===== config.mk =====
export PLATFORM = sky130hd
export DESIGN_NAME = char_lcd_nibble_write_sequencer
export DESIGN_NICKNAME = d
export VERILOG_FILES = /design/src/sv/clnws_pkg.sv /design/src/sv/char_lcd_nibble_write_sequencer.sv /design/src/sv/clnws_front.sv /design/src/sv/clnws_fifo.sv /design/src/sv/clnws_back.sv
export SDC_FILE = /design/constraint.sdc
export NUM_CORES = 1
export LEC_CHECK = 0
export ABC_AREA = 1
export BUFFER_PORTS_ARGS = -buffer_cell sky130_fd_sc_hd__buf_2
export CORE_ASPECT_RATIO = 0.8
export CORE_MARGIN = 2
export CORE_UTILIZATION = 60
export CTS_CLUSTER_SIZE = 25
export DETAILED_ROUTE_END_ITERATION = 10
export GPL_ROUTABILITY_DRIVEN = 0
export MAX_ROUTING_LAYER = met4
export PLACE_DENSITY = 0.79
export SYNTH_ARGS = -nofsm -noshare
export SYNTH_HDL_FRONTEND = slang
export SYNTH_SLANG_ARGS = --single-unit

===== constraint.sdc =====
create_clock -name clk_i -period 11.9 [get_ports clk_i]
set_input_delay 2.38 -clock clk_i [delete_from_list [all_inputs] [get_ports clk_i]]
set_output_delay 2.38 -clock clk_i [all_outputs]
set_load 0.01 [all_outputs]

===== src/sv/clnws_pkg.sv =====
// Shared types, constants and helpers for the character LCD nibble write sequencer.
package clnws_pkg;

  // Width of the wait and pulse counter.
  localparam int TimerWidth = 16;
  localparam logic [31:0] CountMax = 32'((64'd1 << TimerWidth) - 64'd1);

  // Depth of the queue between the front and the back.
  localparam int FifoDepth = 2;

  localparam int CfgWidth = 16;
  localparam int CfgIndexWidth = 2;

  typedef enum logic [CfgIndexWidth-1:0] {
    CFG_PULSE  = 2'd0,
    CFG_SETTLE = 2'd1,
    CFG_POWER  = 2'd2,
    CFG_CLEAR  = 2'd3
  } cfg_index_e;

  localparam logic [CfgWidth-1:0] PulseReset  = 16'd100;
  localparam logic [CfgWidth-1:0] SettleReset = 16'd2000;
  localparam logic [CfgWidth-1:0] PowerReset  = 16'd10000;
  localparam logic [CfgWidth-1:0] ClearReset  = 16'd20000;

  typedef enum logic [1:0] {
    OP_TICK = 2'd0,
    OP_INIT = 2'd1,
    OP_CMD  = 2'd2,
    OP_CHAR = 2'd3
  } op_e;

  typedef struct packed {
    op_e        op;
    logic [7:0] byte_value;
    logic [7:0] cursor_code;
  } item_t;

  localparam int InitCount = 5;

  // Power-up command sequence for 4-bit, two-line operation.
  function automatic logic [7:0] init_byte(input logic [2:0] idx);
    logic [7:0] b;
    case (idx)
      3'd0:    b = 8'h33;
      3'd1:    b = 8'h32;
      3'd2:    b = 8'h28;
      3'd3:    b = 8'h0C;
      3'd4:    b = 8'h01;
      default: b = 8'h00;
    endcase
    return b;
  endfunction

  function automatic logic [3:0] mirror4(input logic [3:0] n);
    return {n[0], n[1], n[2], n[3]};
  endfunction

endpackage


===== src/sv/char_lcd_nibble_write_sequencer.sv =====
// Top level of the character LCD nibble write sequencer.

// Every input transfer is a one-microsecond tick or a request (init, command byte,
// character at cursor) and yields exactly one result transfer carrying the pin levels,
// busy flag and a reject flag for requests that arrive while a sequence runs. The block
// takes one item per cycle unless the stalled output holds it back; each item passes the
// front register and the two-entry queue, and the back end update then writes its result,
// and the back end updates its state once for every item that it takes.
// A stalled output holds its result while up to three further items are buffered.
// Configuration writes take effect at once and are meant for idle periods only.
module char_lcd_nibble_write_sequencer (
  input  logic                                clk_i,
  input  logic                                rst_ni,
  input  logic                                cfg_we_i,
  input  logic [clnws_pkg::CfgIndexWidth-1:0] cfg_index_i,
  input  logic [clnws_pkg::CfgWidth-1:0]      cfg_wdata_i,
  input  logic                                in_valid_i,
  output logic                                in_stall_o,
  input  logic [1:0]                          command_i,
  input  logic [7:0]                          byte_value_i,
  input  logic [7:0]                          cursor_code_i,
  output logic                                out_valid_o,
  input  logic                                out_stall_i,
  output logic [3:0]                          data_pins_o,
  output logic                                reg_select_o,
  output logic                                read_write_o,
  output logic                                enable_o,
  output logic                                busy_res_o,
  output logic                                rejected_o
);
  import clnws_pkg::*;

  logic  push_valid, push_ready, pop_valid, pop_ready;
  item_t push_item, pop_item;

  clnws_front u_front (
    .clk_i         (clk_i),
    .rst_ni        (rst_ni),
    .in_valid_i    (in_valid_i),
    .in_stall_o    (in_stall_o),
    .command_i     (command_i),
    .byte_value_i  (byte_value_i),
    .cursor_code_i (cursor_code_i),
    .push_valid_o  (push_valid),
    .push_ready_i  (push_ready),
    .push_item_o   (push_item)
  );

  clnws_fifo u_fifo (
    .clk_i        (clk_i),
    .rst_ni       (rst_ni),
    .push_valid_i (push_valid),
    .push_ready_o (push_ready),
    .push_item_i  (push_item),
    .pop_valid_o  (pop_valid),
    .pop_ready_i  (pop_ready),
    .pop_item_o   (pop_item)
  );

  clnws_back u_back (
    .clk_i        (clk_i),
    .rst_ni       (rst_ni),
    .cfg_we_i     (cfg_we_i),
    .cfg_index_i  (cfg_index_i),
    .cfg_wdata_i  (cfg_wdata_i),
    .pop_valid_i  (pop_valid),
    .pop_ready_o  (pop_ready),
    .pop_item_i   (pop_item),
    .out_valid_o  (out_valid_o),
    .out_stall_i  (out_stall_i),
    .data_pins_o  (data_pins_o),
    .reg_select_o (reg_select_o),
    .enable_o     (enable_o),
    .busy_res_o   (busy_res_o),
    .rejected_o   (rejected_o)
  );

  // The bus is write only.
  assign read_write_o = 1'b0;

  // A request is only rejected while a sequence is running, which leaves it running.
  a_reject_busy : assert property (@(posedge clk_i) disable iff (!rst_ni)
    out_valid_o && rejected_o |-> busy_res_o)
    else $error("rejected result without busy");

  // The enable strobe is only raised inside a running sequence.
  a_enable_busy : assert property (@(posedge clk_i) disable iff (!rst_ni)
    out_valid_o && enable_o |-> busy_res_o)
    else $error("enable high while idle");

  // The front register only stalls when the queue toward the back end is full.
  a_stall_full : assert property (@(posedge clk_i) disable iff (!rst_ni)
    in_stall_o |-> push_valid && !push_ready)
    else $error("input stalled with room in the queue");

endmodule


===== src/sv/clnws_front.sv =====
// Front stage: takes input transfers, classifies them and pushes them into the queue.
module clnws_front (
  input  logic                   clk_i,
  input  logic                   rst_ni,
  input  logic                   in_valid_i,
  output logic                   in_stall_o,
  input  logic [1:0]             command_i,
  input  logic [7:0]             byte_value_i,
  input  logic [7:0]             cursor_code_i,
  output logic                   push_valid_o,
  input  logic                   push_ready_i,
  output clnws_pkg::item_t       push_item_o
);
  import clnws_pkg::*;

  logic  valid_q, valid_d;
  item_t item_q, item_d;
  logic  take;

  assign in_stall_o = valid_q && !push_ready_i;
  assign take = in_valid_i && !in_stall_o;

  always_comb begin
    valid_d = valid_q;
    item_d  = item_q;
    if (valid_q && push_ready_i) begin
      valid_d = 1'b0;
    end
    if (take) begin
      valid_d = 1'b1;
      unique case (command_i)
        2'd0:    item_d.op = OP_TICK;
        2'd1:    item_d.op = OP_INIT;
        2'd2:    item_d.op = OP_CMD;
        default: item_d.op = OP_CHAR;
      endcase
      item_d.byte_value  = byte_value_i;
      item_d.cursor_code = cursor_code_i;
    end
  end

  always_ff @(posedge clk_i or negedge rst_ni) begin
    if (!rst_ni) begin
      valid_q <= 1'b0;
    end else begin
      valid_q <= valid_d;
    end
  end

  always_ff @(posedge clk_i) begin
    item_q <= item_d;
  end

  assign push_valid_o = valid_q;
  assign push_item_o  = item_q;

endmodule


===== src/sv/clnws_fifo.sv =====
// Short queue that decouples the front stage from the sequencing back end.
module clnws_fifo (
  input  logic             clk_i,
  input  logic             rst_ni,
  input  logic             push_valid_i,
  output logic             push_ready_o,
  input  clnws_pkg::item_t push_item_i,
  output logic             pop_valid_o,
  input  logic             pop_ready_i,
  output clnws_pkg::item_t pop_item_o
);
  import clnws_pkg::*;

  localparam int PtrWidth = (FifoDepth > 1) ? $clog2(FifoDepth) : 1;
  localparam int CntWidth = $clog2(FifoDepth + 1);
  localparam logic [PtrWidth-1:0] LastPtr = PtrWidth'(FifoDepth - 1);
  localparam logic [CntWidth-1:0] FullCnt = CntWidth'(FifoDepth);

  item_t               entries_q [FifoDepth];
  logic [PtrWidth-1:0] wr_ptr_q, wr_ptr_d, rd_ptr_q, rd_ptr_d;
  logic [CntWidth-1:0] count_q, count_d;
  logic                push, pop;

  assign push_ready_o = (count_q != FullCnt);
  assign pop_valid_o  = (count_q != '0);
  assign push = push_valid_i && push_ready_o;
  assign pop  = pop_valid_o && pop_ready_i;
  assign pop_item_o = entries_q[rd_ptr_q];

  always_comb begin
    wr_ptr_d = wr_ptr_q;
    rd_ptr_d = rd_ptr_q;
    count_d  = count_q;
    if (push) begin
      wr_ptr_d = (wr_ptr_q == LastPtr) ? '0 : wr_ptr_q + 1'b1;
    end
    if (pop) begin
      rd_ptr_d = (rd_ptr_q == LastPtr) ? '0 : rd_ptr_q + 1'b1;
    end
    if (push && !pop) begin
      count_d = count_q + 1'b1;
    end else if (pop && !push) begin
      count_d = count_q - 1'b1;
    end
  end

  always_ff @(posedge clk_i or negedge rst_ni) begin
    if (!rst_ni) begin
      wr_ptr_q <= '0;
      rd_ptr_q <= '0;
      count_q  <= '0;
    end else begin
      wr_ptr_q <= wr_ptr_d;
      rd_ptr_q <= rd_ptr_d;
      count_q  <= count_d;
    end
  end

  always_ff @(posedge clk_i) begin
    if (push) begin
      entries_q[wr_ptr_q] <= push_item_i;
    end
  end

endmodule


===== src/sv/clnws_back.sv =====
// Back end: configuration registers, the LCD sequencing state and the result register.
module clnws_back (
  input  logic                                 clk_i,
  input  logic                                 rst_ni,
  input  logic                                 cfg_we_i,
  input  logic [clnws_pkg::CfgIndexWidth-1:0]  cfg_index_i,
  input  logic [clnws_pkg::CfgWidth-1:0]       cfg_wdata_i,
  input  logic                                 pop_valid_i,
  output logic                                 pop_ready_o,
  input  clnws_pkg::item_t                     pop_item_i,
  output logic                                 out_valid_o,
  input  logic                                 out_stall_i,
  output logic [3:0]                           data_pins_o,
  output logic                                 reg_select_o,
  output logic                                 enable_o,
  output logic                                 busy_res_o,
  output logic                                 rejected_o
);
  import clnws_pkg::*;

  typedef enum logic [2:0] {
    PH_IDLE,
    PH_POWER,
    PH_PULSE,
    PH_SETTLE,
    PH_CLEAR
  } phase_e;

  // Advances the counter by one tick; the top bit flags that the limit is reached.
  function automatic logic [TimerWidth:0] count_step(input logic [TimerWidth-1:0] cnt,
                                                     input logic [CfgWidth-1:0]   limit,
                                                     input logic                  at_least_one);
    logic [31:0] lim;
    logic [31:0] nxt;
    lim = 32'(limit);
    if (lim > CountMax) begin
      lim = CountMax;
    end
    if (at_least_one && lim == 32'd0) begin
      lim = 32'd1;
    end
    nxt = 32'(cnt);
    if (nxt < CountMax) begin
      nxt = nxt + 32'd1;
    end
    return {(nxt >= lim), nxt[TimerWidth-1:0]};
  endfunction

  logic [CfgWidth-1:0] pulse_q, settle_q, power_q, clear_q;

  phase_e                phase_q, phase_d;
  logic [TimerWidth-1:0] tick_q, tick_d;
  logic [7:0]            cur_byte_q, cur_byte_d, queued_q, queued_d;
  logic                  char_wait_q, char_wait_d, low_next_q, low_next_d;
  logic                  sel_q, sel_d, strobe_q, strobe_d;
  logic [2:0]            init_idx_q, init_idx_d;
  logic [3:0]            pin_q, pin_d;

  logic                  out_valid_q;
  logic                  rejected_q, busy_q;
  logic                  rej;
  logic                  pop;

  logic                  sb_en, sb_rs, sn_low;
  logic [7:0]            sb_byte;
  logic [TimerWidth:0]   step;

  assign pop_ready_o = !out_valid_q || !out_stall_i;
  assign pop = pop_valid_i && pop_ready_o;

  always_comb begin
    phase_d     = phase_q;
    tick_d      = tick_q;
    cur_byte_d  = cur_byte_q;
    queued_d    = queued_q;
    char_wait_d = char_wait_q;
    low_next_d  = low_next_q;
    sel_d       = sel_q;
    strobe_d    = strobe_q;
    init_idx_d  = init_idx_q;
    pin_d       = pin_q;
    rej         = 1'b0;
    sb_en       = 1'b0;
    sb_rs       = 1'b0;
    sb_byte     = 8'h00;
    sn_low      = 1'b0;
    step        = '0;

    unique case (pop_item_i.op)
      OP_TICK: begin
        unique case (phase_q)
          PH_POWER: begin
            step   = count_step(tick_q, power_q, 1'b0);
            tick_d = step[TimerWidth-1:0];
            if (step[TimerWidth]) begin
              init_idx_d = 3'd1;
              sb_en      = 1'b1;
              sb_byte    = init_byte(3'd0);
            end
          end
          PH_PULSE: begin
            step   = count_step(tick_q, pulse_q, 1'b1);
            tick_d = step[TimerWidth-1:0];
            if (step[TimerWidth]) begin
              strobe_d = 1'b0;
              tick_d   = '0;
              phase_d  = PH_SETTLE;
            end
          end
          PH_SETTLE: begin
            step   = count_step(tick_q, settle_q, 1'b1);
            tick_d = step[TimerWidth-1:0];
            if (step[TimerWidth]) begin
              if (low_next_q) begin
                sn_low = 1'b1;
              end else if (char_wait_q) begin
                // The character byte follows its cursor command.
                char_wait_d = 1'b0;
                sb_en       = 1'b1;
                sb_rs       = 1'b1;
                sb_byte     = queued_q;
              end else if (init_idx_q >= 3'd1 && init_idx_q < 3'(InitCount)) begin
                sb_en      = 1'b1;
                sb_byte    = init_byte(init_idx_q);
                init_idx_d = init_idx_q + 3'd1;
              end else if (init_idx_q >= 3'(InitCount)) begin
                init_idx_d = '0;
                tick_d     = '0;
                phase_d    = (clear_q == '0) ? PH_IDLE : PH_CLEAR;
              end else begin
                phase_d = PH_IDLE;
              end
            end
          end
          PH_CLEAR: begin
            step   = count_step(tick_q, clear_q, 1'b0);
            tick_d = step[TimerWidth-1:0];
            if (step[TimerWidth]) begin
              tick_d  = '0;
              phase_d = PH_IDLE;
            end
          end
          default: begin
            phase_d = PH_IDLE;
          end
        endcase
      end
      OP_INIT: begin
        if (phase_q != PH_IDLE) begin
          rej = 1'b1;
        end else begin
          char_wait_d = 1'b0;
          init_idx_d  = '0;
          tick_d      = '0;
          phase_d     = PH_POWER;
          if (power_q == '0) begin
            init_idx_d = 3'd1;
            sb_en      = 1'b1;
            sb_byte    = init_byte(3'd0);
          end
        end
      end
      OP_CMD: begin
        if (phase_q != PH_IDLE) begin
          rej = 1'b1;
        end else begin
          char_wait_d = 1'b0;
          sb_en       = 1'b1;
          sb_byte     = pop_item_i.byte_value;
        end
      end
      default: begin
        if (phase_q != PH_IDLE) begin
          rej = 1'b1;
        end else begin
          queued_d    = pop_item_i.byte_value;
          char_wait_d = 1'b1;
          sb_en       = 1'b1;
          sb_byte     = pop_item_i.cursor_code;
        end
      end
    endcase

    // A new byte starts with its high nibble and the enable line raised.
    if (sb_en) begin
      cur_byte_d = sb_byte;
      sel_d      = sb_rs;
      low_next_d = 1'b1;
      pin_d      = mirror4(sb_byte[7:4]);
      strobe_d   = 1'b1;
      tick_d     = '0;
      phase_d    = PH_PULSE;
    end
    if (sn_low) begin
      low_next_d = 1'b0;
      pin_d      = mirror4(cur_byte_q[3:0]);
      strobe_d   = 1'b1;
      tick_d     = '0;
      phase_d    = PH_PULSE;
    end
  end

  always_ff @(posedge clk_i or negedge rst_ni) begin
    if (!rst_ni) begin
      pulse_q     <= PulseReset;
      settle_q    <= SettleReset;
      power_q     <= PowerReset;
      clear_q     <= ClearReset;
      phase_q     <= PH_IDLE;
      tick_q      <= '0;
      cur_byte_q  <= '0;
      queued_q    <= '0;
      char_wait_q <= 1'b0;
      low_next_q  <= 1'b0;
      sel_q       <= 1'b0;
      strobe_q    <= 1'b0;
      init_idx_q  <= '0;
      pin_q       <= '0;
      out_valid_q <= 1'b0;
      rejected_q  <= 1'b0;
      busy_q      <= 1'b0;
    end else begin
      if (cfg_we_i) begin
        unique case (cfg_index_e'(cfg_index_i))
          CFG_PULSE:  pulse_q  <= cfg_wdata_i;
          CFG_SETTLE: settle_q <= cfg_wdata_i;
          CFG_POWER:  power_q  <= cfg_wdata_i;
          default:    clear_q  <= cfg_wdata_i;
        endcase
      end
      if (pop) begin
        phase_q     <= phase_d;
        tick_q      <= tick_d;
        cur_byte_q  <= cur_byte_d;
        queued_q    <= queued_d;
        char_wait_q <= char_wait_d;
        low_next_q  <= low_next_d;
        sel_q       <= sel_d;
        strobe_q    <= strobe_d;
        init_idx_q  <= init_idx_d;
        pin_q       <= pin_d;
        rejected_q  <= rej;
        busy_q      <= (phase_d != PH_IDLE);
        out_valid_q <= 1'b1;
      end else if (!out_stall_i) begin
        out_valid_q <= 1'b0;
      end
    end
  end

  // The pin state registers double as the result register.
  assign out_valid_o  = out_valid_q;
  assign data_pins_o  = pin_q;
  assign reg_select_o = sel_q;
  assign enable_o     = strobe_q;
  assign busy_res_o   = busy_q;
  assign rejected_o   = rejected_q;

endmodule


---- Yosys cells after proc, flatten, opt, wreduce, memory -nomap -nowiden ----
Memories as Yosys holds them, arrays and structs flattened.
Index checks and enable logic that the tools add are counted.
cells by class
  bitwise logic cells ..................... 3
  muxes and demuxes ....................... 109
  equal/unequal tests ..................... 30
  magnitude comparators ................... 8
  add/sub/neg operators ................... 6
  reduce and logical (&&, ||, !) cells .... 47
operator list
  kind                   number
  $mux 32                13
  $mux 16                12
  $ge 32x16->1           2
  $ge 32x32->1           2
  $logic_not 16->1       4
  $pmux 16 s4            1
  $mux 8                 7
  $mux 3                 18
  $mux 1                 40
  $pmux 16 s2            1
  $pmux 6 s5             1
  $pmux 8 s3             1
  $pmux 3 s2             3
  $add 16x1->17 const B  1
  $lt 16x16->1 const B   1
  $pmux 8 s2             1
  $reduce_bool 3->1      5
  $eq 3x2->1 const B     4
  $mux 6                 2
  $ne 2x2->1 const B     6
  $pmux 3 s4             1
  $reduce_and 2->1       6
  $reduce_bool 2->1      5
  $ne 3x3->1 const B     3
  other kinds (32)       63
word-level totals
  logic and storage cells ................. 228
  register bits ........................... 132
  RAM bits ................................ 36
  memories ................................ 1
  output and inout bits ................... 11
memories
  name              words  bits a word  read ports  clocked after Yosys merged registers in  write ports  RTL line          RTL
  u_fifo.entries_q  2      18           1           0                                        1            clnws_fifo.sv:19  item_t entries_q [FifoDepth];

---- Logic depth before layout (Yosys ltp) ----
  word-level depth ........................ 13
  gate-level depth with buffers ........... 26
  depth with buffers taken out ............ 26

---- Hierarchy ----
A second synthesis with hierarchy kept.
second synthesis, totals
  cells, all modules ...................... 1,112
  area total of the unflattened synthesis .. 9,321.4 um2
modules (own cells, without submodules)
  module                           sequential area each (um2)  area each (um2)  cells each  times used
  clnws_back                       2,751.4                     7,138.1          961         1
  clnws_fifo                       1,181.1                     1,566.5          122         1
  clnws_front                      565.5                       605.6            27          1
  char_lcd_nibble_write_sequencer  0.0                         11.3             2           1

---- Worst setup path after synthesis ----
No wires, ideal clock.
  path type ............................... register to register
  from .................................... register u_back.tick_q[2]
  to ...................................... register u_back.tick_q[14]
  data arrival time ....................... 3.721 ns
  buffers on the path ..................... 1
  stages on the path, launching flop included .. 24
  required time ........................... 11.826 ns
  clock period less this slack ............ 3.795 ns
  path slack .............................. 8.105 ns
  library setup time ...................... 0.074 ns
  path through ............................ dfrtp_1 inv_1 nor3_1 inv_1 nor3_1 nand2_1 nor3_1 inv_1 nor3_1 nand3_1 o21ai_0 ha_1 nand4_1 inv_1 a221oi_1 o21ai_0 nor2_1 nand2_4 nand3_4 nand4_2 nor2_2 buf_6 nand3_2 o21ai_2
on the way
  cells in the longest elaborated chain, start to end .. 13
  elaborated cells on any way between the ends .. 37
RTL lines
  item                                                   RTL line                            RTL
  start, declared                                        clnws_back.sv:52                    logic [TimerWidth-1:0] tick_q, tick_d;
  start signal, assigned                                 clnws_back.sv:233                   tick_q <= tick_d;
  $add 16x1->17 / $lt 16x16->1 (equally long branches)   clnws_back.sv:44, clnws_back.sv:43
  $mux 32 (*)                                            clnws_back.sv:43                    if (nxt < CountMax) begin
  branches (longest 11 deep; another with $ge 32x32->1)  n/a
Every way passes the cells marked *. The select of a mux whose other input is x is not followed.
A chain may end at the register's enable or synchronous reset.

---- Worst setup path in the final report ----
  from .................................... register u_back.tick_q[2]
  to ...................................... register u_back.tick_q[4]
Same word-level chain as after synthesis.

==> run_results.csv <==
group,metric,value,unit
run_status,status,"completed",
drt,vias,7685,
timing,fmax,207,MHz
synth,synthDistinctLibCells,52,
worst_setup_path,worst_setup_path_end_kind,"flop",
floorplanning,fp.dieH,117,um
synth,syn_inst,1113,
synth,synth_ff_type,"dfrtp_1",
global_route,grt_pass1_vias,7066,
drt,first_pass_iters,6,
timing,slew_viol_final,0,
job,max_cap_viol_count,0,
timing,finalCriticalPeriod,4830,ps
clocking,cts.sinks,168,
timing,fin_tns_setup,0,ps
power_and_ir_drop,finalPower,2.28,mW
synth,yosysWarningCount,0,
worst_setup_path,rrSetupSlack,7070,ps
global_route,grt_max_degree,64,
timing,min_period_over_period,40.6,%
floorplanning,die_w,145,um
placement,dpl.hpwl,16.4,mm
synth,synth-seq-cells,168,
drt,ant_nets,0,
drt,wl_per_cell,16.2,um
finish,area_growth_syn_to_layout,11.4,%
synth,synth_edf_count,54,
floorplanning,core_area,15600,um2
timing,final_hold_viol_count,0,
power_and_ir_drop,seq_power_share,37.7,%
clocking,cts_setup_buffers,0,
clocking,clockBufferDepth,2,
worst_setup_path,required,12260,ps
drt,drt_iter0_markers,707,
placement,portBuffers,50,
global_route,grt_pass1_wl,36.7,mm
worst_setup_path,crit_fanout,11,
synth,postSynth.asyncResetShare,67.9,%
floorplanning,start_util,60.8,%
clocking,cts_tree,"built",
clocking,clk_pin_slew_worst_paths,70,ps
finish,final_common_cell,"nand2_1",
clocking,htree_levels,4,
power_and_ir_drop,combPwrFrac,36.2,%
clocking,ctsResizeCount,0,
power_and_ir_drop,power_density,215,nW/um2
timing,clock_skew,6.71,ps
clocking,clock_latency,440,ps
synth,synthesis.area,9520,um2
finish,nNetsFinal,1269,
finish,finish.utilization,67.8,%
drt,drc_errors,0,
clocking,cts-root-buf,"clkbuf_16",
timing,slew_headroom,20.6,%
power_and_ir_drop,power_switching,0.936,mW
global_route,grt_overflow,0,
timing,tightestPinTransition,1190,ps
timing,setup_viol,0,
floorplanning,die_area,16900,um2
finish,drive_above_1_share,15.2,%
synth,yosysSeqAreaShare,47.2,%
power_and_ir_drop,p_int,1.35,mW
worst_setup_path,arrival,5190,ps
global_route,grt_usage,29.6,%
power_and_ir_drop,peakVddDrop,151,uV
power_and_ir_drop,power_frac_clock,26.2,%
clocking,holdBufCountCts,0,
clocking,cts_buffers,17,
finish,stdcell_area,10600,um2
min_path,hp-class,"flop to flop",
placement,placed_cell_area,9970,um2
floorplanning,rows,41,
timing,rsz0062_at_grt,"false",
synth,syn_area_per_cell,8.55,um2
finish,antenna_cells,0,
floorplanning,io_pins,52,
drt,finalWirelength,22.5,mm
power_and_ir_drop,swShare,41.0,%
drt,viasPerCell,5.52,
worst_setup_path,crit_type,"flop to flop",
worst_setup_path,crit_path_start_kind,"flop",
finish,final_cell_mix,"277 x nand2_1, 169 x inv_1, 101 x o21ai_0",
synth,synth_nets,1218,
power_and_ir_drop,p_leak,5.14,nW
global_route,grt_antenna_before_repair,0,
==> per-stage QoR <==
step           worst slack [ps]  hold WS [ps]  instances
2_1_floorplan              8110           421       1113
3_3_place_gp               7560           427       1360
3_5_place_dp               7320           435       1360
4_1_cts                    7170           451       1392
5_1_grt                    6590           461       1392
6_report                   7070           451       1392
==> cell families (layout without fill, tap and decap cells) <==
logic type               count (synthesis)  after routing  synth area share, %
XOR/XNOR                                 9              9                0.828
flip-flops                             168            168                 47.2
AO/OA/AOI/OAI                          187            187                 11.4
buffers and inverters                  203            267                 8.56
adder cells (fa/ha/maj)                 64             64                 8.41
AND/OR/NAND/NOR                        481            481                 23.6
other                                    1              1               0.0394
==> worst max-delay path: stages, from the launching register on <==
cell	delay (ps)
dfrtp_1	410
inv_1	90
nor3_1	300
inv_1	110
nor3_1	200
nand2_1	120
nor3_1	140
inv_1	90
nor3_1	260
nand3_1	150
a21oi_1	150
o21ai_0	110
buf_4	180
ha_1	310
nand4_1	90
inv_1	60
a221oi_1	280
o21ai_0	170
nor2_1	200
nand2_4	120
nand3_4	120
nand4_2	220
nor2_2	590
nand3_2	160
o21ai_2	100
==> flip-flops by register name, indices dropped and copies added (netlist names), 2 cells and up <==
register and flops:
u_back.pulse_q 16, u_back.cur_byte_q 4, u_back.settle_q 16, u_back.power_q 16, u_back.tick_q 16, u_back.queued_q 8
u_back.init_idx_q 3, u_back.clear_q 16, u_fifo.count_q 2, u_back.phase_q 3, u_front.push_item_o 18, u_back.data_pins_o 4
u_fifo.entries_q 36
==> final timing paths <==
path                                         start                       to  depth (start not counted)
setup / recovery                  u_back.tick_q[2]         u_back.tick_q[4]                         24
hold / removal             u_front.push_item_o[15]  u_fifo.entries_q[0][15]                          0
setup reg to reg                  u_back.tick_q[2]         u_back.tick_q[4]                         24
hold reg to reg            u_front.push_item_o[15]  u_fifo.entries_q[0][15]                          0
max in group asynchronous                   rst_ni    u_back.data_pins_o[2]                          2
min in group asynchronous                   rst_ni       u_back.settle_q[1]                          1
==> power by group through the flow <==
stage                     clock [mW]  combinational [mW]  sequential, mW
after global routing           0.626               0.933           0.877
after global placement             0               0.780           0.862
final                          0.597               0.826           0.860
after floorplan                    0               0.609           0.835
after CTS                      0.600               0.814           0.857
after detailed placement           0               0.804           0.866
==> synthesized netlist by cell type, types with 13 or more instances <==
cell type / number / area, um2
clkbuf_1: 19 / 71.3
o21ai_0: 101 / 505
inv_1: 169 / 634
edfxtp_1: 54 / 1620
o21ai_2: 13 / 114
nand3_1: 45 / 225
dfstp_2: 19 / 499
dfrtp_1: 95 / 2380
nor3_1: 21 / 105
nand4_1: 18 / 113
ha_1: 64 / 801
nor2_1: 67 / 251
nand2_1: 277 / 1040
a21oi_1: 43 / 215
==> layout make-up <==
type	count	area (um2)
Fill cell	1243	5040
Sequential cell	168	4500
Multi-Input combinational cell	742	4210
Inverter	178	687
Clock buffer	17	425
Timing Repair Buffer	57	305
Tap cell	215	269
Clock inverter	15	214
==> per-layer routing <==
layer	routed length (um)	GRT usage, %
met5	0	-
met4	226	6.28
met3	2170	8.57
met1	10700	44.2
met2	9390	39.9
No activity file was read; power rests on OpenSTA's default activity.
